[src/rpn_stack_evaluator_core_assert.svh]
// Assertion macros used by the evaluator core.
`ifndef RPN_STACK_EVALUATOR_CORE_ASSERT_SVH
`define RPN_STACK_EVALUATOR_CORE_ASSERT_SVH

// The consequent must hold in the same cycle as the antecedent.
`define RSE_ASSERT_SAME(label, clk, rst, ante, cons, msg) \
   label: assert property (@(posedge clk) disable iff (rst) (ante) |-> (cons)) \
      else $error(msg);

// The consequent must hold in the cycle after the antecedent.
`define RSE_ASSERT_NEXT(label, clk, rst, ante, cons, msg) \
   label: assert property (@(posedge clk) disable iff (rst) (ante) |=> (cons)) \
      else $error(msg);

`endif

[src/rse_pkg.sv]
`timescale 1ns / 1ps

package rse_pkg;

   localparam int STACK_DEPTH_DEF = 64;
   localparam int QUEUE_DEPTH     = 4;
   localparam int CHAR_W          = 8;
   localparam int VALUE_W         = 64;
   localparam int STATUS_W        = 3;
   localparam int DIGIT_W         = 4;
   localparam int REQ_DATA_W      = 8;
   localparam int RSP_DATA_W      = 72;
   localparam int RSP_PAD_W       = RSP_DATA_W - VALUE_W - STATUS_W;

   localparam logic [CHAR_W-1:0] CH_SPACE = 8'h20;
   localparam logic [CHAR_W-1:0] CH_ZERO  = 8'h30;
   localparam logic [CHAR_W-1:0] CH_NINE  = 8'h39;
   localparam logic [CHAR_W-1:0] CH_PLUS  = 8'h2B;
   localparam logic [CHAR_W-1:0] CH_MINUS = 8'h2D;
   localparam logic [CHAR_W-1:0] CH_STAR  = 8'h2A;
   localparam logic [CHAR_W-1:0] CH_SLASH = 8'h2F;

   typedef enum logic [2:0] {
      TK_SPACE,
      TK_DIGIT,
      TK_ADD,
      TK_SUB,
      TK_MUL,
      TK_DIV,
      TK_BAD
   } token_kind_type;

   typedef struct packed {
      token_kind_type       kind;
      logic [DIGIT_W-1:0]   digit;
      logic                 last;
   } token_type;

   typedef enum logic [STATUS_W-1:0] {
      ST_OK       = 3'd0,
      ST_BAD_CHAR = 3'd1,
      ST_FEW_OPS  = 3'd2,
      ST_DIV_ZERO = 3'd3,
      ST_NOT_ONE  = 3'd4,
      ST_OVERFLOW = 3'd5
   } status_type;

   typedef enum logic {
      OP_MUL,
      OP_DIV
   } md_op_type;

   typedef struct packed {
      logic      start;
      md_op_type op;
   } md_ctrl_type;

   typedef struct packed {
      logic               done;
      logic [VALUE_W-1:0] result;
   } md_resp_type;

endpackage

[src/rse_front.sv]
`timescale 1ns / 1ps

module rse_front (
   input  logic                         clock,
   input  logic                         reset,
   input  logic                         req_tvalid,
   output logic                         req_tready,
   input  logic [rse_pkg::CHAR_W-1:0]   char_code,
   input  logic                         last,
   output logic                         tok_valid,
   output rse_pkg::token_type           tok,
   input  logic                         tok_ready
);
   import rse_pkg::*;

   logic      tok_valid_ff;
   logic      tok_valid_in;
   token_type tok_ff;
   token_type tok_in;
   token_type cls;
   logic      accept;
   logic      keep;

   always_comb begin
      cls.last  = last;
      cls.digit = DIGIT_W'(char_code - CH_ZERO);
      if (char_code == CH_SPACE) begin
         cls.kind = TK_SPACE;
      end else if (char_code >= CH_ZERO && char_code <= CH_NINE) begin
         cls.kind = TK_DIGIT;
      end else if (char_code == CH_PLUS) begin
         cls.kind = TK_ADD;
      end else if (char_code == CH_MINUS) begin
         cls.kind = TK_SUB;
      end else if (char_code == CH_STAR) begin
         cls.kind = TK_MUL;
      end else if (char_code == CH_SLASH) begin
         cls.kind = TK_DIV;
      end else begin
         cls.kind = TK_BAD;
      end
   end

   assign req_tready = !tok_valid_ff || tok_ready;
   assign accept     = req_tvalid && req_tready;

   // A space that does not end the expression has no effect and is dropped here.
   assign keep = (cls.kind != TK_SPACE) || last;

   always_comb begin
      tok_valid_in = tok_valid_ff;
      tok_in       = tok_ff;
      if (tok_ready) begin
         tok_valid_in = 1'b0;
      end
      if (accept) begin
         tok_valid_in = keep;
         tok_in       = cls;
      end
   end

   always_ff @(posedge clock) begin
      if (reset) begin
         tok_valid_ff <= 1'b0;
      end else begin
         tok_valid_ff <= tok_valid_in;
      end
      tok_ff <= tok_in;
   end

   assign tok_valid = tok_valid_ff;
   assign tok       = tok_ff;

endmodule

[config.mk]
export PLATFORM = sky130hd
export DESIGN_NAME = rse_front
export DESIGN_NICKNAME = d
export VERILOG_FILES = /design/src/rpn_stack_evaluator_core_assert.svh /design/src/rse_pkg.sv /design/src/rse_front.sv
export SDC_FILE = /design/constraint.sdc
export NUM_CORES = 1
export LEC_CHECK = 0
export BUFFER_PORTS_ARGS = -buffer_cell sky130_fd_sc_hd__buf_2
export CORE_AREA = 3 3 40 42
export DETAILED_ROUTE_END_ITERATION = 12
export DIE_AREA = 0 0 43 45
export SKIP_LAST_GASP = 1
export SLEW_MARGIN = 40
export SYNTH_ARGS = -nofsm -noshare
export SYNTH_HDL_FRONTEND = slang
export SYNTH_SLANG_ARGS = --single-unit
[constraint.sdc]
create_clock -name clock -period 1.7 [get_ports clock]
set_input_delay 0.34 -clock clock [delete_from_list [all_inputs] [get_ports clock]]
set_output_delay 0.34 -clock clock [all_outputs]
set_load 0.02 [all_outputs]
==> results.cfg <==
[floorplanning]
start_util_pct = 32.0
fp.dieW_um = 43
core_um2 = 1280
dieArea_um2 = 1940
die_y_um = 45
ios = 23
num_rows = 13

[clocking]
cts_buffers = 3
cts_tree = built
cts_buffer_depth = 2
clk_latency_ns = 0.25
post_cts_resize_count = 0
cts_root_buffer = clkbuf_4
hold_buffers = 0
h-tree-depth = 1
postCtsSetupRepairBufs = 0
clock-sinks = 9
path_clk_slew_ns = 0.06

[synth]
synth_seq_cells = 9
synthTopCellsByArea = edfxtp_1 58%, dfxtp_1 4.9%, o41ai_2 4.0%
synth_top_flop_cell = edfxtp_1
yosysSeqAreaShare_pct = 63.2
synth.top_cell.area_share_pct = 58.4
yosysWarnings = 0
synth_edf_count = 8
synth_top_area_cell = edfxtp_1
yosysUniqueCellTypes = 20
syn_avg_cell_area_um2 = 13.7
netlist_area_um2 = 412
synth_cells = 30
synth_async_sr_flop_share_pct = 0
syn_nets = 43

[timing]
setup-violations-final = 0
fin_tns_setup_ns = 0
min_period_ns = 1.28
slew_violations = 0
fmax_mhz = 781
relSlewSlack_pct = 69.8
worst_slew_pin_slew_ns = 0.448
rsz0062_at_grt = false
finalHoldViolCount = 0
fin_skew_ns = 0.000922
fin_crit_sh_pct = 75.3

[drt]
wl_um = 867
avgViaCountPerCell = 4.94
final_antenna_net_count = 0
via_count = 351
wl_per_cell_um = 12.2
drc = 0
firstDrtPassIters = 4
drtIter0Drc = 8

[critical_path]
path_cells = buf_2 > or4_4 > o311ai_0 > o21ai_1
endpoint_kind = register
slowest_stage = or4_4
crit_fanout = 6
start_kind = input pin
cpPeakStageDelay_ns = 0.53
arrival_ns = 1.27
path_class = in -> reg
required_ns = 1.69

[pwr]
peakVddDrop_uv = 444
p_per_area_nw_per_um2 = 864
clkPwrFrac_pct = 32.1
p_leak_uw = 0.000229
p_seq_share_pct = 52.5
p_sw_share_pct = 23.7
intPower_uw = 374
combPwrFrac_pct = 15.4
power.switching_uw = 116

[layout]
final_nets = 70
instances_no_fill = 71
drive_above_1_share_pct = 50.0
antenna_cells = 0
syn2layout_area_growth_pct = 37.7

[place]
routabilityCongestion = 0.723
numPlacedInstances = 67
numPortBuffers = 22
post-dp-hpwl_um = 644

[global_routing]
antenna_found_initial = 0
overflow = 0
grt_pass1_wl_um = 1510
grt_usage_pct = 11.6
grt_pass1_vias = 351
grt_max_degree = 9

[outcome]
outcome = complete, no violations

[job]
drv_cap = 0

[min_path]
holdCritPathClass = in -> reg
## metal layers
layer / wire length, um / vias up / track usage (%)
met1: 340 / 165 / 12.0
met3: 49 / 2 / 2.39
met4: 23 / 0 / 12.7
met2: 454 / 11 / 18.9
li1: - / 173 / -
met5: 0 / - / 0
## critical path: cells and delay by family
family,cells,cell delay (ns)
compound gates,2,0.27
buf+inv,1,0.13
simple gates,1,0.53
## area by class of cell
cell class	count	area [um^2]
well taps	15	18.8
multi-input cells	20	148
inverters	1	3.75
clock buffers	4	26.3
repair buffers	22	110
flip-flops and latches	9	260
fillers	140	718
## sequential cells by signal, indices dropped and copies added (netlist names)
register / count
tok: 8
tok_valid: 1
## cells in the final DEF, fill, tap and decap left out, types with 2 or more instances in the layout
cell type / n
a21oi_1: 2
buf_2: 22
clkbuf_4: 3
edfxtp_1: 8
nand2b_1: 2
o21ai_1: 2
## power by group through the flow
stage | clock network [uW] | registers, uW | logic (uW)
2_1_floorplan | 0 | 278 | 22.2
3_3_place_gp | 0 | 261 | 75.4
3_5_place_dp | 0 | 262 | 75.5
4_1_cts | 163 | 257 | 76.2
5_1_grt | 181 | 258 | 83.8
6_report | 157 | 257 | 75.7
## final timing paths
path,start,end,slack (ns),cells after the start
max,char_code[0],tok[7],0.42,4
min,reset,tok_valid,0.24,2
max reg2reg,tok_valid,tok[0],0.62,2
min reg2reg,tok_valid,tok_valid,0.50,2
## cell usage after synthesis (all sizes together), types with 2 or more instances
cell type,number
o21ai,3
nand2b,2
edfxtp,8
a21oi,2
## kinds of logic (layout without fill, tap and decap cells)
group | count (synthesis) | after routing | synth area share (%)
AOI/OAI and AO/OA | 8 | 8 | 14.3
xor gates and xnor gates | 1 | 1 | 2.13
buffers and inverters | 1 | 27 | 0.911
DFF | 9 | 9 | 63.2
and+or+nand+nor | 11 | 11 | 19.5
## metrics by stage
step                hold WS (ns)  utilization (%)  setup slack, ns  cell area (um^2)  total power, uW
floorplan                  0.409                -            0.341               412              300
global placement           0.491             42.1            0.174               541              337
detailed placement         0.499             42.1            0.171               541              338
CTS                        0.230             44.1            0.419               567              497
global route               0.227             44.1            0.348               567              523
finish                     0.235             44.1            0.420               567              490
No activity file was read; power rests on OpenSTA's default activity.
