File: src/rpn_stack_evaluator_core_assert.svh
// Assertion macros used by the evaluator core.
`ifndef RPN_STACK_EVALUATOR_CORE_ASSERT_SVH
`define RPN_STACK_EVALUATOR_CORE_ASSERT_SVH

// The consequent must hold in the same cycle as the antecedent.
`define RSE_ASSERT_SAME(label, clk, rst, ante, cons, msg) \
   label: assert property (@(posedge clk) disable iff (rst) (ante) |-> (cons)) \
      else $error(msg);

// The consequent must hold in the cycle after the antecedent.
`define RSE_ASSERT_NEXT(label, clk, rst, ante, cons, msg) \
   label: assert property (@(posedge clk) disable iff (rst) (ante) |=> (cons)) \
      else $error(msg);

`endif

File: src/rse_pkg.sv
`timescale 1ns / 1ps

package rse_pkg;

   localparam int STACK_DEPTH_DEF = 64;
   localparam int QUEUE_DEPTH     = 4;
   localparam int CHAR_W          = 8;
   localparam int VALUE_W         = 64;
   localparam int STATUS_W        = 3;
   localparam int DIGIT_W         = 4;
   localparam int REQ_DATA_W      = 8;
   localparam int RSP_DATA_W      = 72;
   localparam int RSP_PAD_W       = RSP_DATA_W - VALUE_W - STATUS_W;

   localparam logic [CHAR_W-1:0] CH_SPACE = 8'h20;
   localparam logic [CHAR_W-1:0] CH_ZERO  = 8'h30;
   localparam logic [CHAR_W-1:0] CH_NINE  = 8'h39;
   localparam logic [CHAR_W-1:0] CH_PLUS  = 8'h2B;
   localparam logic [CHAR_W-1:0] CH_MINUS = 8'h2D;
   localparam logic [CHAR_W-1:0] CH_STAR  = 8'h2A;
   localparam logic [CHAR_W-1:0] CH_SLASH = 8'h2F;

   typedef enum logic [2:0] {
      TK_SPACE,
      TK_DIGIT,
      TK_ADD,
      TK_SUB,
      TK_MUL,
      TK_DIV,
      TK_BAD
   } token_kind_type;

   typedef struct packed {
      token_kind_type       kind;
      logic [DIGIT_W-1:0]   digit;
      logic                 last;
   } token_type;

   typedef enum logic [STATUS_W-1:0] {
      ST_OK       = 3'd0,
      ST_BAD_CHAR = 3'd1,
      ST_FEW_OPS  = 3'd2,
      ST_DIV_ZERO = 3'd3,
      ST_NOT_ONE  = 3'd4,
      ST_OVERFLOW = 3'd5
   } status_type;

   typedef enum logic {
      OP_MUL,
      OP_DIV
   } md_op_type;

   typedef struct packed {
      logic      start;
      md_op_type op;
   } md_ctrl_type;

   typedef struct packed {
      logic               done;
      logic [VALUE_W-1:0] result;
   } md_resp_type;

endpackage

File: src/rse_muldiv.sv
`timescale 1ns / 1ps

module rse_muldiv (
   input  logic                          clock,
   input  logic                          reset,
   input  rse_pkg::md_ctrl_type          ctrl,
   input  logic [rse_pkg::VALUE_W-1:0]   lhs,
   input  logic [rse_pkg::VALUE_W-1:0]   rhs,
   output rse_pkg::md_resp_type          resp
);
   import rse_pkg::*;

   localparam int HALF_W = VALUE_W / 2;
   localparam int IW     = $clog2(VALUE_W);

   typedef enum logic [1:0] {
      S_IDLE,
      S_MUL,
      S_DIV,
      S_FIX
   } md_state_type;

   md_state_type        state_ff;
   md_state_type        state_in;
   logic [VALUE_W-1:0]  a_ff;
   logic [VALUE_W-1:0]  a_in;
   logic [VALUE_W-1:0]  b_ff;
   logic [VALUE_W-1:0]  b_in;
   logic [VALUE_W-1:0]  acc_ff;
   logic [VALUE_W-1:0]  acc_in;
   logic [VALUE_W-1:0]  prod_ff;
   logic [VALUE_W-1:0]  prod_in;
   logic [1:0]          step_ff;
   logic [1:0]          step_in;
   logic [IW-1:0]       iter_ff;
   logic [IW-1:0]       iter_in;
   logic                neg_ff;
   logic                neg_in;
   md_resp_type         resp_ff;
   md_resp_type         resp_in;
   logic [HALF_W-1:0]   mul_x;
   logic [HALF_W-1:0]   mul_y;
   logic [VALUE_W-1:0]  rem_sh;
   logic [VALUE_W:0]    diff;

   function automatic logic [VALUE_W-1:0] magnitude(input logic [VALUE_W-1:0] v);
      return v[VALUE_W-1] ? -v : v;
   endfunction

   // The low word of the product is built from three half-width products.
   assign mul_x   = (step_ff == 2'd2) ? a_ff[VALUE_W-1:HALF_W] : a_ff[HALF_W-1:0];
   assign mul_y   = (step_ff == 2'd1) ? b_ff[VALUE_W-1:HALF_W] : b_ff[HALF_W-1:0];
   assign prod_in = mul_x * mul_y;

   // The remainder stays below the divisor magnitude, so its top bit is always clear.
   assign rem_sh = {acc_ff[VALUE_W-2:0], a_ff[VALUE_W-1]};
   assign diff   = {1'b0, rem_sh} - {1'b0, b_ff};

   always_comb begin
      state_in       = state_ff;
      a_in           = a_ff;
      b_in           = b_ff;
      acc_in         = acc_ff;
      step_in        = step_ff;
      iter_in        = iter_ff;
      neg_in         = neg_ff;
      resp_in.done   = 1'b0;
      resp_in.result = resp_ff.result;
      unique case (state_ff)
         S_IDLE: begin
            if (ctrl.start) begin
               step_in = 2'd0;
               iter_in = '0;
               acc_in  = '0;
               neg_in  = lhs[VALUE_W-1] ^ rhs[VALUE_W-1];
               if (ctrl.op == OP_MUL) begin
                  a_in     = lhs;
                  b_in     = rhs;
                  state_in = S_MUL;
               end else begin
                  a_in     = magnitude(lhs);
                  b_in     = magnitude(rhs);
                  state_in = S_DIV;
               end
            end
         end
         S_MUL: begin
            step_in = step_ff + 2'd1;
            if (step_ff == 2'd1) begin
               acc_in = prod_ff;
            end else if (step_ff != 2'd0) begin
               acc_in = acc_ff + {prod_ff[HALF_W-1:0], {HALF_W{1'b0}}};
            end
            if (step_ff == 2'd3) begin
               resp_in.done   = 1'b1;
               resp_in.result = acc_in;
               state_in       = S_IDLE;
            end
         end
         S_DIV: begin
            acc_in  = diff[VALUE_W] ? rem_sh : diff[VALUE_W-1:0];
            a_in    = {a_ff[VALUE_W-2:0], !diff[VALUE_W]};
            iter_in = iter_ff + IW'(1);
            if (iter_ff == IW'(VALUE_W - 1)) begin
               state_in = S_FIX;
            end
         end
         S_FIX: begin
            resp_in.done   = 1'b1;
            resp_in.result = neg_ff ? -a_ff : a_ff;
            state_in       = S_IDLE;
         end
         default: begin
            state_in = S_IDLE;
         end
      endcase
   end

   always_ff @(posedge clock) begin
      if (reset) begin
         state_ff     <= S_IDLE;
         resp_ff.done <= 1'b0;
      end else begin
         state_ff     <= state_in;
         resp_ff.done <= resp_in.done;
      end
      resp_ff.result <= resp_in.result;
      a_ff           <= a_in;
      b_ff           <= b_in;
      acc_ff         <= acc_in;
      prod_ff        <= prod_in;
      step_ff        <= step_in;
      iter_ff        <= iter_in;
      neg_ff         <= neg_in;
   end

   assign resp = resp_ff;

endmodule

File: config.mk
export PLATFORM = sky130hd
export DESIGN_NAME = rse_muldiv
export DESIGN_NICKNAME = d
export VERILOG_FILES = /design/src/rpn_stack_evaluator_core_assert.svh /design/src/rse_pkg.sv /design/src/rse_muldiv.sv
export SDC_FILE = /design/constraint.sdc
export NUM_CORES = 2
export LEC_CHECK = 0
export ABC_CLOCK_PERIOD_IN_PS = 11000
export BUFFER_PORTS_ARGS = -buffer_cell sky130_fd_sc_hd__buf_4
export CORE_MARGIN = 4
export CORE_UTILIZATION = 25
export CTS_BUF_LIST = sky130_fd_sc_hd__clkbuf_4
export CTS_CLUSTER_DIAMETER = 40
export DETAILED_ROUTE_END_ITERATION = 8
export MAX_ROUTING_LAYER = met4
export PLACE_DENSITY = 0.5
export REMOVE_ABC_BUFFERS = 1
export SLEW_MARGIN = 5
export SYNTH_ARGS = -nofsm -noshare
export SYNTH_HDL_FRONTEND = slang
export SYNTH_SLANG_ARGS = --single-unit
export TNS_END_PERCENT = 5
File: constraint.sdc
create_clock -name clock -period 11 [get_ports clock]
set_input_delay 1.1 -clock clock [delete_from_list [all_inputs] [get_ports clock]]
set_output_delay 1.1 -clock clock [all_outputs]
set_load 0.02 [all_outputs]
==> results.cfg <==
[placed_design]
dp_hpwl_mm = 209.3
placed_cells = 9291
placed_cell_area_um2 = 61170
place.gp.congestion = 0.9831
io_buffers = 196

[logic_synthesis]
seq_area_frac_synth_pct = 16.74
synth.cell_area_um2 = 55530
synth-edff-count = 265
async_flop_share_pct = 0
avgSynthCellArea_um2 = 8.840
yosys_warnings = 0
yosysTopAreaCellShare_pct = 32.37
ys.flop_type = edfxtp_1
synth.area.top_cells = fa_1 (32%), edfxtp_1 (14%), ha_1 (8.4%)
ys_ff_latch = 332
syn_inst = 6282
synth_top_area_cell = fa_1
synthDistinctLibCells = 87

[floorplanning]
die_area_um2 = 229700
start_util_pct = 25.20
die_x_um = 479.3
core_um2 = 220400
io_pins = 197
die_y_um = 479.3
rows = 172

[drt]
drt-met1-wl_mm = 99.77
wl_met2_mm = 116.3
dr.pass1.iters = 8
vias = 47800
top_layer_used = met4
finalWirelength_mm = 253.0
wl_met3_mm = 19.09
route.detailed.drc = 0
routed_via_density = 5.034
drtIter0Drc = 4659
postRouteAntennaNets = 0
wire_per_inst_um = 26.64

[global_routing]
antenna_found_initial = 36
grt_pass1_vias = 48570
grt_pass1_wl_mm = 356.0
grt-ovfl-total = 0
grt_max_degree = 84
grt_usage_pct = 22.18

[sta]
final-hold-violation-count = 0
drv_slew = 0
slew_headroom_pct = 4.240
fmax_mhz = 93.74
fin_crit_sh_pct = 96.98
setup_viol = 0
post-route-min-period_ps = 10670
finClkSkew_ps = 124.8
finalSetupTns_ps = 0
worstMarginPinSlew_ps = 1427
rsz0062_at_grt = no

[clock_tree]
numCtsBuffers = 93
cts_tree = built
clk_root_buffer_cell = clkbuf_4
ctsHtreeMaxLevel = 3
clk_latency_ps = 1030
clock-sinks = 332
clockBufferDepth = 3
holdBufCountCts = 0
path_clk_slew_ps = 80

[final_layout]
design_area_um2 = 62450
drive_gt1_share_pct = 10.15
utilization_pct = 28.34
layout.cells.non_filler = 9495
layout.nets = 7829
area_growth_pct = 12.46

[worst_setup_path]
slowest_delay_ps = 760
crit_path_start_kind = flop
cp.required_ps = 11920
critPathMaxFanout = 61
arrival_ps = 11580
worstSetupEndpointType = flop
slowest_stage = o21ai_1
path_common_cell = fa_1
critPathKind = flop to flop

[worst_hold_path]
hp-class = input port to flop

[status]
status = completed

[job]
drv_cap = 0
stage by stage:
| stage | setup slack, ps | hold slack [ps] |
|---|---|---|
| 6_report | 332.3 | 311.2 |
| 5_1_grt | 30.21 | 214.0 |
| 4_1_cts | 496.0 | 213.5 |
| 3_5_place_dp | 459.1 | 499.9 |
| 3_3_place_gp | 471.8 | 486.5 |
| 2_1_floorplan | -2479 | 458.7 |
sequential cells by signal, indices dropped and copies added, names as in the netlist:
register	flops
neg_ff	1
prod_ff	64
b_ff	64
resp	65
step_ff	2
state_ff	2
acc_ff	64
iter_ff	6
a_ff	64
layout by cell type, fill, tap and decap left out, types with 131 or more instances in the layout:
cell	count
xor2_1	168
o21ai_0	250
nor2_1	760
a21oi_1	255
clkbuf_4	131
inv_1	989
edfxtp_1	265
buf_4	361
nand2_1	746
ha_1	367
fa_1	898
xnor2_1	164
cell type report:
cell class	count	area, um^2
Antenna cell	32	80.08
Clock buffer	131	983.4
Clock inverter	41	212.7
Fill cell	23720	157900
Inverter	992	3724
Multi-Input combinational cell	4643	41650
Sequential cell	332	9299
Tap cell	2958	3701
Timing Repair Buffer	366	2800
worst max-delay path, delay by kind of cell (launching register included):
family | cells | cell delay [ps]
AOI/OAI and AO/OA | 10 | 3430
xor gates and xnor gates | 1 | 180
adders and majority gates | 10 | 5090
buffers and inverters | 6 | 880
DFF | 1 | 470
and+or+nand+nor | 3 | 470
kinds of logic (layout without fill, tap and decap cells):
group           count (synthesis)  after routing  synth area share [%]
compound gates               1036           1036                 11.70
xor+xnor                      332            332                 5.236
fa+ha+maj                    1269           1269                 40.73
buf+inv                      1307           1530                 8.870
flops                         332            332                 16.74
mux                           127            127                 2.368
other cells                     0             32                     0
simple gates                 1879           1879                 14.35
layer usage:
| metal | up-vias | global-route usage, % |
|---|---|---|
| li1 | 20650 | - |
| met1 | 24430 | 27.00 |
| met2 | 2201 | 34.65 |
| met3 | 515 | 3.956 |
| met4 | 0 | 12.68 |
| met5 | - | - |
repair_timing:
item,4_1_cts,5_1_grt
endpoints found under the setup margin,0,1
resized for setup,0,1
setup buffers,0,0
hold endpoints to repair,0,0
path summary, 6_finish.rpt:
check	start	end	slack, ps	cells after the start
max reg2reg	step_ff[1]	prod_ff[59]	330	30
max	step_ff[1]	prod_ff[59]	330	30
min	rhs[0]	b_ff[0]	310	1
min reg2reg	state_ff[0]	state_ff[0]	510	2
synthesized netlist by cell type (37+ instances only):
cell and instances:
o22ai_1 96, clkbuf_1 299, o31ai_1 37, nand4_1 41
nand3_1 37, or3_1 39, and2_1 37, fa_1 898
nand2_1 750, ha_1 371, o21ai_0 258, mux2i_1 92
nor3_1 61, a21oi_1 255, edfxtp_1 265, xnor2_1 164
nor2_1 761, dfxtp_1 67, xor2_1 168, inv_1 991
a21o_1 97
Power is not shown: default switching activity piles up to over one toggle a cycle in this logic, so the estimate is an artifact.
