==> config.mk <==
export PLATFORM = sky130hd
export DESIGN_NAME = rse_back
export DESIGN_NICKNAME = d
export VERILOG_FILES = /design/src/rpn_stack_evaluator_core_assert.svh /design/src/rse_pkg.sv /design/src/rse_back.sv
export SDC_FILE = /design/constraint.sdc
export NUM_CORES = 2
export LEC_CHECK = 0
export BUFFER_PORTS_ARGS = -buffer_cell sky130_fd_sc_hd__buf_2
export CAP_MARGIN = 20
export CORE_MARGIN = 2
export CORE_UTILIZATION = 56
export CTS_CLUSTER_SIZE = 16
export DETAILED_ROUTE_END_ITERATION = 10
export PLACE_DENSITY = 0.74
export SYNTH_ARGS = -nofsm -noshare
export SYNTH_HDL_FRONTEND = slang
export SYNTH_SLANG_ARGS = --single-unit
export TNS_END_PERCENT = 100
==> constraint.sdc <==
create_clock -name clock -period 6.15 [get_ports clock]
set_input_delay 0.3075 -clock clock [delete_from_list [all_inputs] [get_ports clock]]
set_output_delay 0.3075 -clock clock [all_outputs]
set_load 0.01 [all_outputs]
==> src/rpn_stack_evaluator_core_assert.svh <==
// Assertion macros used by the evaluator core.
`ifndef RPN_STACK_EVALUATOR_CORE_ASSERT_SVH
`define RPN_STACK_EVALUATOR_CORE_ASSERT_SVH

// The consequent must hold in the same cycle as the antecedent.
`define RSE_ASSERT_SAME(label, clk, rst, ante, cons, msg) \
   label: assert property (@(posedge clk) disable iff (rst) (ante) |-> (cons)) \
      else $error(msg);

// The consequent must hold in the cycle after the antecedent.
`define RSE_ASSERT_NEXT(label, clk, rst, ante, cons, msg) \
   label: assert property (@(posedge clk) disable iff (rst) (ante) |=> (cons)) \
      else $error(msg);

`endif

==> src/rse_pkg.sv <==
`timescale 1ns / 1ps

package rse_pkg;

   localparam int STACK_DEPTH_DEF = 64;
   localparam int QUEUE_DEPTH     = 4;
   localparam int CHAR_W          = 8;
   localparam int VALUE_W         = 64;
   localparam int STATUS_W        = 3;
   localparam int DIGIT_W         = 4;
   localparam int REQ_DATA_W      = 8;
   localparam int RSP_DATA_W      = 72;
   localparam int RSP_PAD_W       = RSP_DATA_W - VALUE_W - STATUS_W;

   localparam logic [CHAR_W-1:0] CH_SPACE = 8'h20;
   localparam logic [CHAR_W-1:0] CH_ZERO  = 8'h30;
   localparam logic [CHAR_W-1:0] CH_NINE  = 8'h39;
   localparam logic [CHAR_W-1:0] CH_PLUS  = 8'h2B;
   localparam logic [CHAR_W-1:0] CH_MINUS = 8'h2D;
   localparam logic [CHAR_W-1:0] CH_STAR  = 8'h2A;
   localparam logic [CHAR_W-1:0] CH_SLASH = 8'h2F;

   typedef enum logic [2:0] {
      TK_SPACE,
      TK_DIGIT,
      TK_ADD,
      TK_SUB,
      TK_MUL,
      TK_DIV,
      TK_BAD
   } token_kind_type;

   typedef struct packed {
      token_kind_type       kind;
      logic [DIGIT_W-1:0]   digit;
      logic                 last;
   } token_type;

   typedef enum logic [STATUS_W-1:0] {
      ST_OK       = 3'd0,
      ST_BAD_CHAR = 3'd1,
      ST_FEW_OPS  = 3'd2,
      ST_DIV_ZERO = 3'd3,
      ST_NOT_ONE  = 3'd4,
      ST_OVERFLOW = 3'd5
   } status_type;

   typedef enum logic {
      OP_MUL,
      OP_DIV
   } md_op_type;

   typedef struct packed {
      logic      start;
      md_op_type op;
   } md_ctrl_type;

   typedef struct packed {
      logic               done;
      logic [VALUE_W-1:0] result;
   } md_resp_type;

endpackage

==> src/rse_back.sv <==
`timescale 1ns / 1ps

module rse_back #(
   parameter int STACK_DEPTH = rse_pkg::STACK_DEPTH_DEF
) (
   input  logic                          clock,
   input  logic                          reset,
   input  logic                          q_valid,
   input  rse_pkg::token_type            q_tok,
   output logic                          q_pop,
   output rse_pkg::md_ctrl_type          md_ctrl,
   output logic [rse_pkg::VALUE_W-1:0]   md_lhs,
   output logic [rse_pkg::VALUE_W-1:0]   md_rhs,
   input  rse_pkg::md_resp_type          md_resp,
   output logic                          rsp_tvalid,
   input  logic                          rsp_tready,
   output logic [rse_pkg::VALUE_W-1:0]   rsp_value,
   output rse_pkg::status_type           rsp_status
);
   import rse_pkg::*;

   localparam int AW = $clog2(STACK_DEPTH);
   localparam int CW = $clog2(STACK_DEPTH + 1);

   typedef enum logic [1:0] {
      BK_IDLE,
      BK_READ,
      BK_WAIT,
      BK_FINISH
   } back_state_type;

   back_state_type      state_ff;
   back_state_type      state_in;
   logic [CW-1:0]       count_ff;
   logic [CW-1:0]       count_in;
   status_type          err_ff;
   status_type          err_in;
   logic [VALUE_W-1:0]  tos_ff;
   logic [VALUE_W-1:0]  tos_in;
   token_type           cur_ff;
   token_type           cur_in;
   logic                rsp_valid_ff;
   logic                rsp_valid_in;
   logic [VALUE_W-1:0]  value_ff;
   logic [VALUE_W-1:0]  value_in;
   status_type          status_ff;
   status_type          status_in;
   logic [VALUE_W-1:0]  stack_mem [STACK_DEPTH];
   logic [VALUE_W-1:0]  rd_data_ff;
   logic [AW-1:0]       wr_addr;
   logic [AW-1:0]       rd_addr;
   logic                wr_en;
   logic                op_done;
   logic                go_read;
   status_type          final_status;

   // The top of the stack lives in a register; the memory holds the entries below it.
   assign wr_addr = AW'(count_ff - CW'(1));
   assign rd_addr = AW'(count_ff - CW'(2));
   assign q_pop   = (state_ff == BK_IDLE) && q_valid;
   assign md_lhs  = rd_data_ff;
   assign md_rhs  = tos_ff;

   always_comb begin
      if (err_ff != ST_OK) begin
         final_status = err_ff;
      end else if (count_ff != CW'(1)) begin
         final_status = ST_NOT_ONE;
      end else begin
         final_status = ST_OK;
      end
   end

   always_comb begin
      state_in      = state_ff;
      count_in      = count_ff;
      err_in        = err_ff;
      tos_in        = tos_ff;
      cur_in        = cur_ff;
      value_in      = value_ff;
      status_in     = status_ff;
      rsp_valid_in  = rsp_valid_ff && !rsp_tready;
      wr_en         = 1'b0;
      op_done       = 1'b0;
      go_read       = 1'b0;
      md_ctrl.start = 1'b0;
      md_ctrl.op    = OP_MUL;
      unique case (state_ff)
         BK_IDLE: begin
            if (q_valid) begin
               cur_in = q_tok;
               if (err_ff == ST_OK) begin
                  unique case (q_tok.kind) inside
                     TK_SPACE: begin
                     end
                     TK_DIGIT: begin
                        if (count_ff == CW'(STACK_DEPTH)) begin
                           err_in = ST_OVERFLOW;
                        end else begin
                           wr_en    = count_ff != '0;
                           tos_in   = VALUE_W'(q_tok.digit);
                           count_in = count_ff + CW'(1);
                        end
                     end
                     TK_ADD, TK_SUB, TK_MUL, TK_DIV: begin
                        if (count_ff < CW'(2)) begin
                           err_in = ST_FEW_OPS;
                        end else begin
                           go_read = 1'b1;
                        end
                     end
                     default: begin
                        err_in = ST_BAD_CHAR;
                     end
                  endcase
               end
               if (go_read) begin
                  state_in = BK_READ;
               end else if (q_tok.last) begin
                  state_in = BK_FINISH;
               end
            end
         end
         BK_READ: begin
            unique case (cur_ff.kind)
               TK_ADD: begin
                  tos_in   = rd_data_ff + tos_ff;
                  count_in = count_ff - CW'(1);
                  op_done  = 1'b1;
               end
               TK_SUB: begin
                  tos_in   = rd_data_ff - tos_ff;
                  count_in = count_ff - CW'(1);
                  op_done  = 1'b1;
               end
               TK_MUL: begin
                  md_ctrl.start = 1'b1;
                  md_ctrl.op    = OP_MUL;
                  state_in      = BK_WAIT;
               end
               TK_DIV: begin
                  if (tos_ff == '0) begin
                     err_in  = ST_DIV_ZERO;
                     op_done = 1'b1;
                  end else begin
                     md_ctrl.start = 1'b1;
                     md_ctrl.op    = OP_DIV;
                     state_in      = BK_WAIT;
                  end
               end
               default: begin
                  op_done = 1'b1;
               end
            endcase
         end
         BK_WAIT: begin
            if (md_resp.done) begin
               tos_in   = md_resp.result;
               count_in = count_ff - CW'(1);
               op_done  = 1'b1;
            end
         end
         BK_FINISH: begin
            if (!rsp_valid_ff || rsp_tready) begin
               rsp_valid_in = 1'b1;
               status_in    = final_status;
               value_in     = (final_status == ST_OK) ? tos_ff : '0;
               count_in     = '0;
               err_in       = ST_OK;
               state_in     = BK_IDLE;
            end
         end
         default: begin
            state_in = BK_IDLE;
         end
      endcase
      if (op_done) begin
         state_in = cur_ff.last ? BK_FINISH : BK_IDLE;
      end
   end

   always_ff @(posedge clock) begin
      if (reset) begin
         state_ff     <= BK_IDLE;
         count_ff     <= '0;
         err_ff       <= ST_OK;
         rsp_valid_ff <= 1'b0;
      end else begin
         state_ff     <= state_in;
         count_ff     <= count_in;
         err_ff       <= err_in;
         rsp_valid_ff <= rsp_valid_in;
      end
      tos_ff    <= tos_in;
      cur_ff    <= cur_in;
      value_ff  <= value_in;
      status_ff <= status_in;
   end

   always_ff @(posedge clock) begin
      if (wr_en) begin
         stack_mem[wr_addr] <= tos_ff;
      end
      rd_data_ff <= stack_mem[rd_addr];
   end

   assign rsp_tvalid = rsp_valid_ff;
   assign rsp_value  = value_ff;
   assign rsp_status = status_ff;

endmodule
==> results.py <==
metrics = {
    "sta": {
        "setup_ws_ps": 305,
        "hold_viol_final": 0,
        "grt_setup_unrepaired": "false",
        "setup-tns-final_ps": 0,
        "timing.final.crit_share_pct": 95.0,
        "fmax_mhz": 171,
        "number_of_failing_setup_endpoints_in_the_final_timing_report": 0,
        "max_slew.worst_pin.slew_ps": 1210,
        "max-slew-margin-rel_pct": 19.3,
        "finalClockSkew_ps": 79.5,
        "post-route-min-period_ps": 5840,
        "count_of_final_max_slew_check_failures": 0,
    },
    "critical_path": {
        "critical_path.startpoint_type": "flip-flop",
        "worstPathRequired_ps": 6850,
        "critical-path-max-stage-delay_ps": 620,
        "reg_to_reg_end": "md_rhs[58]$_DFFE_PP_",
        "worst_ep_arrival_time_ps": 6540,
        "critical_path_class": "reg2reg",
        "setup.worst_path.end_class": "flip-flop",
        "crit_buf_inv": 1,
        "startpoint": "md_rhs[1]$_DFFE_PP_",
        "cp_slowest_cell": "sky130_fd_sc_hd__edfxtp_1",
        "critical_path.reg2reg.startpoint": "md_rhs[1]$_DFFE_PP_",
        "worst-r2r-setup-slack_ps": 310,
        "crit_fanout": 19,
        "cpLargestDelayFamily": "compound AO/OA/AOI/OAI gates",
        "r2r.worst_path.cells": 20,
        "series_of_cell_instances_along_the_critical_path": "inv_1 > ha_1 > nand2b_1 > nand2b_1 > nor2b_1 > and3_1 > nand2_1 > o31ai_1 > xor2_1 > ha_1 > nand2_1 > o21ai_0 > a22oi_1 > a21oi_1 > nor2b_1 > a21oi_1 > a211oi_1 > o31ai_1 > xnor2_1 > o21ai_0",
    },
    "hold_path": {
        "worstHoldPathCells": 2,
        "timing.hold.worst.start": "q_tok[0]",
        "min-delay-path-class": "in2reg",
        "timing.hold.worst_endpoint": "cur_ff[0]$_DFFE_PP_",
    },
    "logic_synthesis": {
        "netlist_area_um2": 168000,
        "yosys.area.top_type_share_pct": 75.8,
        "synth_cell_type_count": 73,
        "cell_taking_the_most_area_after_synthesis": "sky130_fd_sc_hd__edfxtp_1",
        "async_reset_ff_share_pct": 0,
        "ys.warnings.count": 0,
        "postSynthCellCount": 7180,
        "synth_enable_flop_cells": 4231,
        "postSynthRegisterBits": 4308,
        "synthesis.nets": 7334,
        "dominantRegCellSynth": "sky130_fd_sc_hd__edfxtp_1",
        "synth.top_cells.by_area": "sky130_fd_sc_hd__edfxtp_1 (76%), sky130_fd_sc_hd__mux4_2 (18%), sky130_fd_sc_hd__dfxtp_1 (0.92%)",
        "syn_avg_cell_area_um2": 23.3,
        "synth_seq_area_share_pct": 76.7,
    },
    "flow_run": {
        "max_cap_check_violation_count": 0,
    },
    "placed_design": {
        "globalplace.congestion": 0.945,
        "numPortBuffers": 275,
        "detailed_place_hpwl_um": 249000,
        "dpl_worst_slack_ps": 417,
    },
    "route": {
        "vias": 84452,
        "drt_drc_violations_left": 0,
        "detail_route.first_pass.iterations": 6,
        "detailedRoute.firstIterationViolations": 14131,
        "wirelength_um": 481000,
        "final_ant_viol_nets": 0,
        "routedWlPerCell_um": 39.5,
        "routed_vias_inst": 6.94,
    },
    "final_layout": {
        "area_delta_synth_final_pct": 13.9,
        "num-fill-cells": 18734,
        "area_of_the_multi_input_gates_um2": 38100,
        "final_nets": 8006,
        "sequential_standard_cell_area_um2": 129000,
        "drive_above_1_share_pct": 31.8,
    },
    "cts": {
        "clkLatencyLatePin_ps": 1030,
        "clockRootBuffer": "sky130_fd_sc_hd__clkbuf_16",
        "cts_tree": "built",
        "total_number_of_h_tree_levels": 5,
        "clock-sinks": 4308,
        "post_cts_resize_count": 0,
        "cts.clk_slew.worst_paths_ps": 70,
        "clock_path_buffers": 4,
        "cts_made_buffers": 422,
    },
    "grt": {
        "largest_net_degree_at_the_start_of_global_routing": 147,
        "first_global_vias": 84225,
        "number_of_antenna_violations_at_the_first_check_in_global_routing": 32,
        "grt_remaining_overflow": 0,
        "global_route.usage.total_pct": 31.9,
        "grt_first_pass_wirelength_um": 664000,
    },
    "floorplan": {
        "die_h_um": 551,
        "initial_core_util_pct": 56.4,
        "core_region_area_um2": 297000,
        "num_rows": 200,
        "fp.dieArea_um2": 304000,
        "die_wd_um": 551,
        "ioPinCount": 276,
    },
    "pwr": {
        "static-leakage-power_uw": 0.0593,
        "power_per_cell_area_nw_per_um2": 508,
        "vdd_drop_max_mv": 0.691,
    },
    "run_status": {
        "run_status": "complete, no violations",
    },
}
[state kept, by name, indices dropped and copies added, names as in the netlist]
name        count
stack_mem    4096
md_lhs         64
md_rhs         64
rsp_value      64
count_ff        7
cur_ff          4
err_ff          3
rsp_status      3
state_ff        2
rsp_tvalid      1
[synthesized netlist by cell type, types with 3 or more instances]
library cell and instances:
sky130_fd_sc_hd__inv_1 35, sky130_fd_sc_hd__o21bai_1 12, sky130_fd_sc_hd__mux4_2 1344, sky130_fd_sc_hd__or4_4 3
sky130_fd_sc_hd__or3_1 13, sky130_fd_sc_hd__a21oi_1 105, sky130_fd_sc_hd__nand4_1 18, sky130_fd_sc_hd__o21a_1 4
sky130_fd_sc_hd__and3_1 13, sky130_fd_sc_hd__and2_1 75, sky130_fd_sc_hd__dfxtp_1 77, sky130_fd_sc_hd__a221oi_1 4
sky130_fd_sc_hd__o31ai_1 17, sky130_fd_sc_hd__mux2i_1 7, sky130_fd_sc_hd__a21boi_0 3, sky130_fd_sc_hd__buf_1 97
sky130_fd_sc_hd__nor2_1 147, sky130_fd_sc_hd__nand2b_1 8, sky130_fd_sc_hd__nand2_1 128, sky130_fd_sc_hd__nor4_1 9
sky130_fd_sc_hd__or2_2 6, sky130_fd_sc_hd__nor3_1 19, sky130_fd_sc_hd__xnor2_1 68, sky130_fd_sc_hd__o41ai_1 9
sky130_fd_sc_hd__nand3b_1 4, sky130_fd_sc_hd__a22oi_1 34, sky130_fd_sc_hd__ha_1 76, sky130_fd_sc_hd__a221o_1 4
sky130_fd_sc_hd__edfxtp_1 4231, sky130_fd_sc_hd__nor2b_1 40, sky130_fd_sc_hd__clkbuf_1 270, sky130_fd_sc_hd__nand3_1 24
sky130_fd_sc_hd__xor2_1 60, sky130_fd_sc_hd__o211ai_1 5, sky130_fd_sc_hd__a21o_1 37, sky130_fd_sc_hd__o21ai_0 105
sky130_fd_sc_hd__a31oi_1 14, sky130_fd_sc_hd__a211oi_1 9
[cells by family after synthesis]
| kind of cell | share of synthesized area, % |
|---|---|
| flip-flops | 76.7 |
| XOR/XNOR | 0.669 |
| AND/OR/NAND/NOR | 1.54 |
| buffers and inverters | 0.913 |
| adder cells (fa/ha/maj) | 0.579 |
| multiplexers | 18.1 |
| AO/OA/AOI/OAI | 1.45 |
[report_power, final]
group          switching, uW  internal (uW)  leakage [uW]
Clock                  11200          15000       0.00686
Combinational          18900          13600        0.0135
Sequential              1240          37100        0.0389
[area by class of cell]
cell class	count	share of cell area (%)
tap	3939	2.58
timing repair buffer	618	2.65
sequential	4308	67.4
antenna	11	0.0144
clock inverter	259	1.48
clock buffer	531	5.89
inverter	35	0.0688
multi-input combinational	2467	19.9
[how the worst max path moves through the flow]
| stage | slack, ps | cells past startpoint | endpoint |
|---|---|---|---|
| global placement | 460 | 20 | md_rhs[48]$_DFFE_PP_ |
| CTS | 410 | 20 | md_rhs[48]$_DFFE_PP_ |
| finish | 310 | 20 | md_rhs[58]$_DFFE_PP_ |
| detailed placement | 420 | 17 | md_rhs[48]$_DFFE_PP_ |
| global route | 10 | 20 | md_rhs[48]$_DFFE_PP_ |
| floorplan | 380 | 13 | stack_mem[32][0]$_DFFE_PP_ |
[placed cells by master, fill, tap and decap left out, types with 47 or more instances in the layout]
cell type                       count
sky130_fd_sc_hd__buf_12            73
sky130_fd_sc_hd__ha_1              72
sky130_fd_sc_hd__o21ai_0          105
sky130_fd_sc_hd__a21oi_1          105
sky130_fd_sc_hd__xor2_1            59
sky130_fd_sc_hd__dlygate4sd3_1     78
sky130_fd_sc_hd__clkbuf_16        424
sky130_fd_sc_hd__edfxtp_1        4231
sky130_fd_sc_hd__mux4_2          1344
sky130_fd_sc_hd__nor2_1            81
sky130_fd_sc_hd__buf_2            275
sky130_fd_sc_hd__dfxtp_1           75
sky130_fd_sc_hd__clkinv_1          77
sky130_fd_sc_hd__clkinv_2          86
sky130_fd_sc_hd__buf_4            192
sky130_fd_sc_hd__nor2_4            66
sky130_fd_sc_hd__nand2_1          127
sky130_fd_sc_hd__xnor2_1           66
sky130_fd_sc_hd__bufinv_16         47
sky130_fd_sc_hd__clkbuf_1          84
sky130_fd_sc_hd__and2_1            74
[layer usage]
layer	vias up	GRT usage (%)	share of wire (%)
met1	44661	41.1	33
li1	32122	-	-
met3	1218	6.70	11
met4	14	19.1	7.2
met5	-	0	0.021
met2	6437	50.8	48
[through the flow]
stage               instances  total power (uW)  hold WS, ps  area [um^2]  utilization, %
CTS                     12157             97000         30.8       191000            64.2
global placement        11289             70300          489       176000            59.2
detailed placement      11289             70800          491       176000            59.2
finish                  12168             97000          102       191000            64.2
floorplan                7180             60000          380       168000               -
global route            12163            100000         66.9       191000            64.2
[timing repair]
action / 4_1_cts / 5_1_grt
hold endpoints to repair: 85 / 0
hold buffers: 78 / 0
setup buffers: 0 / 0
Power figures use the tool's default switching activity.
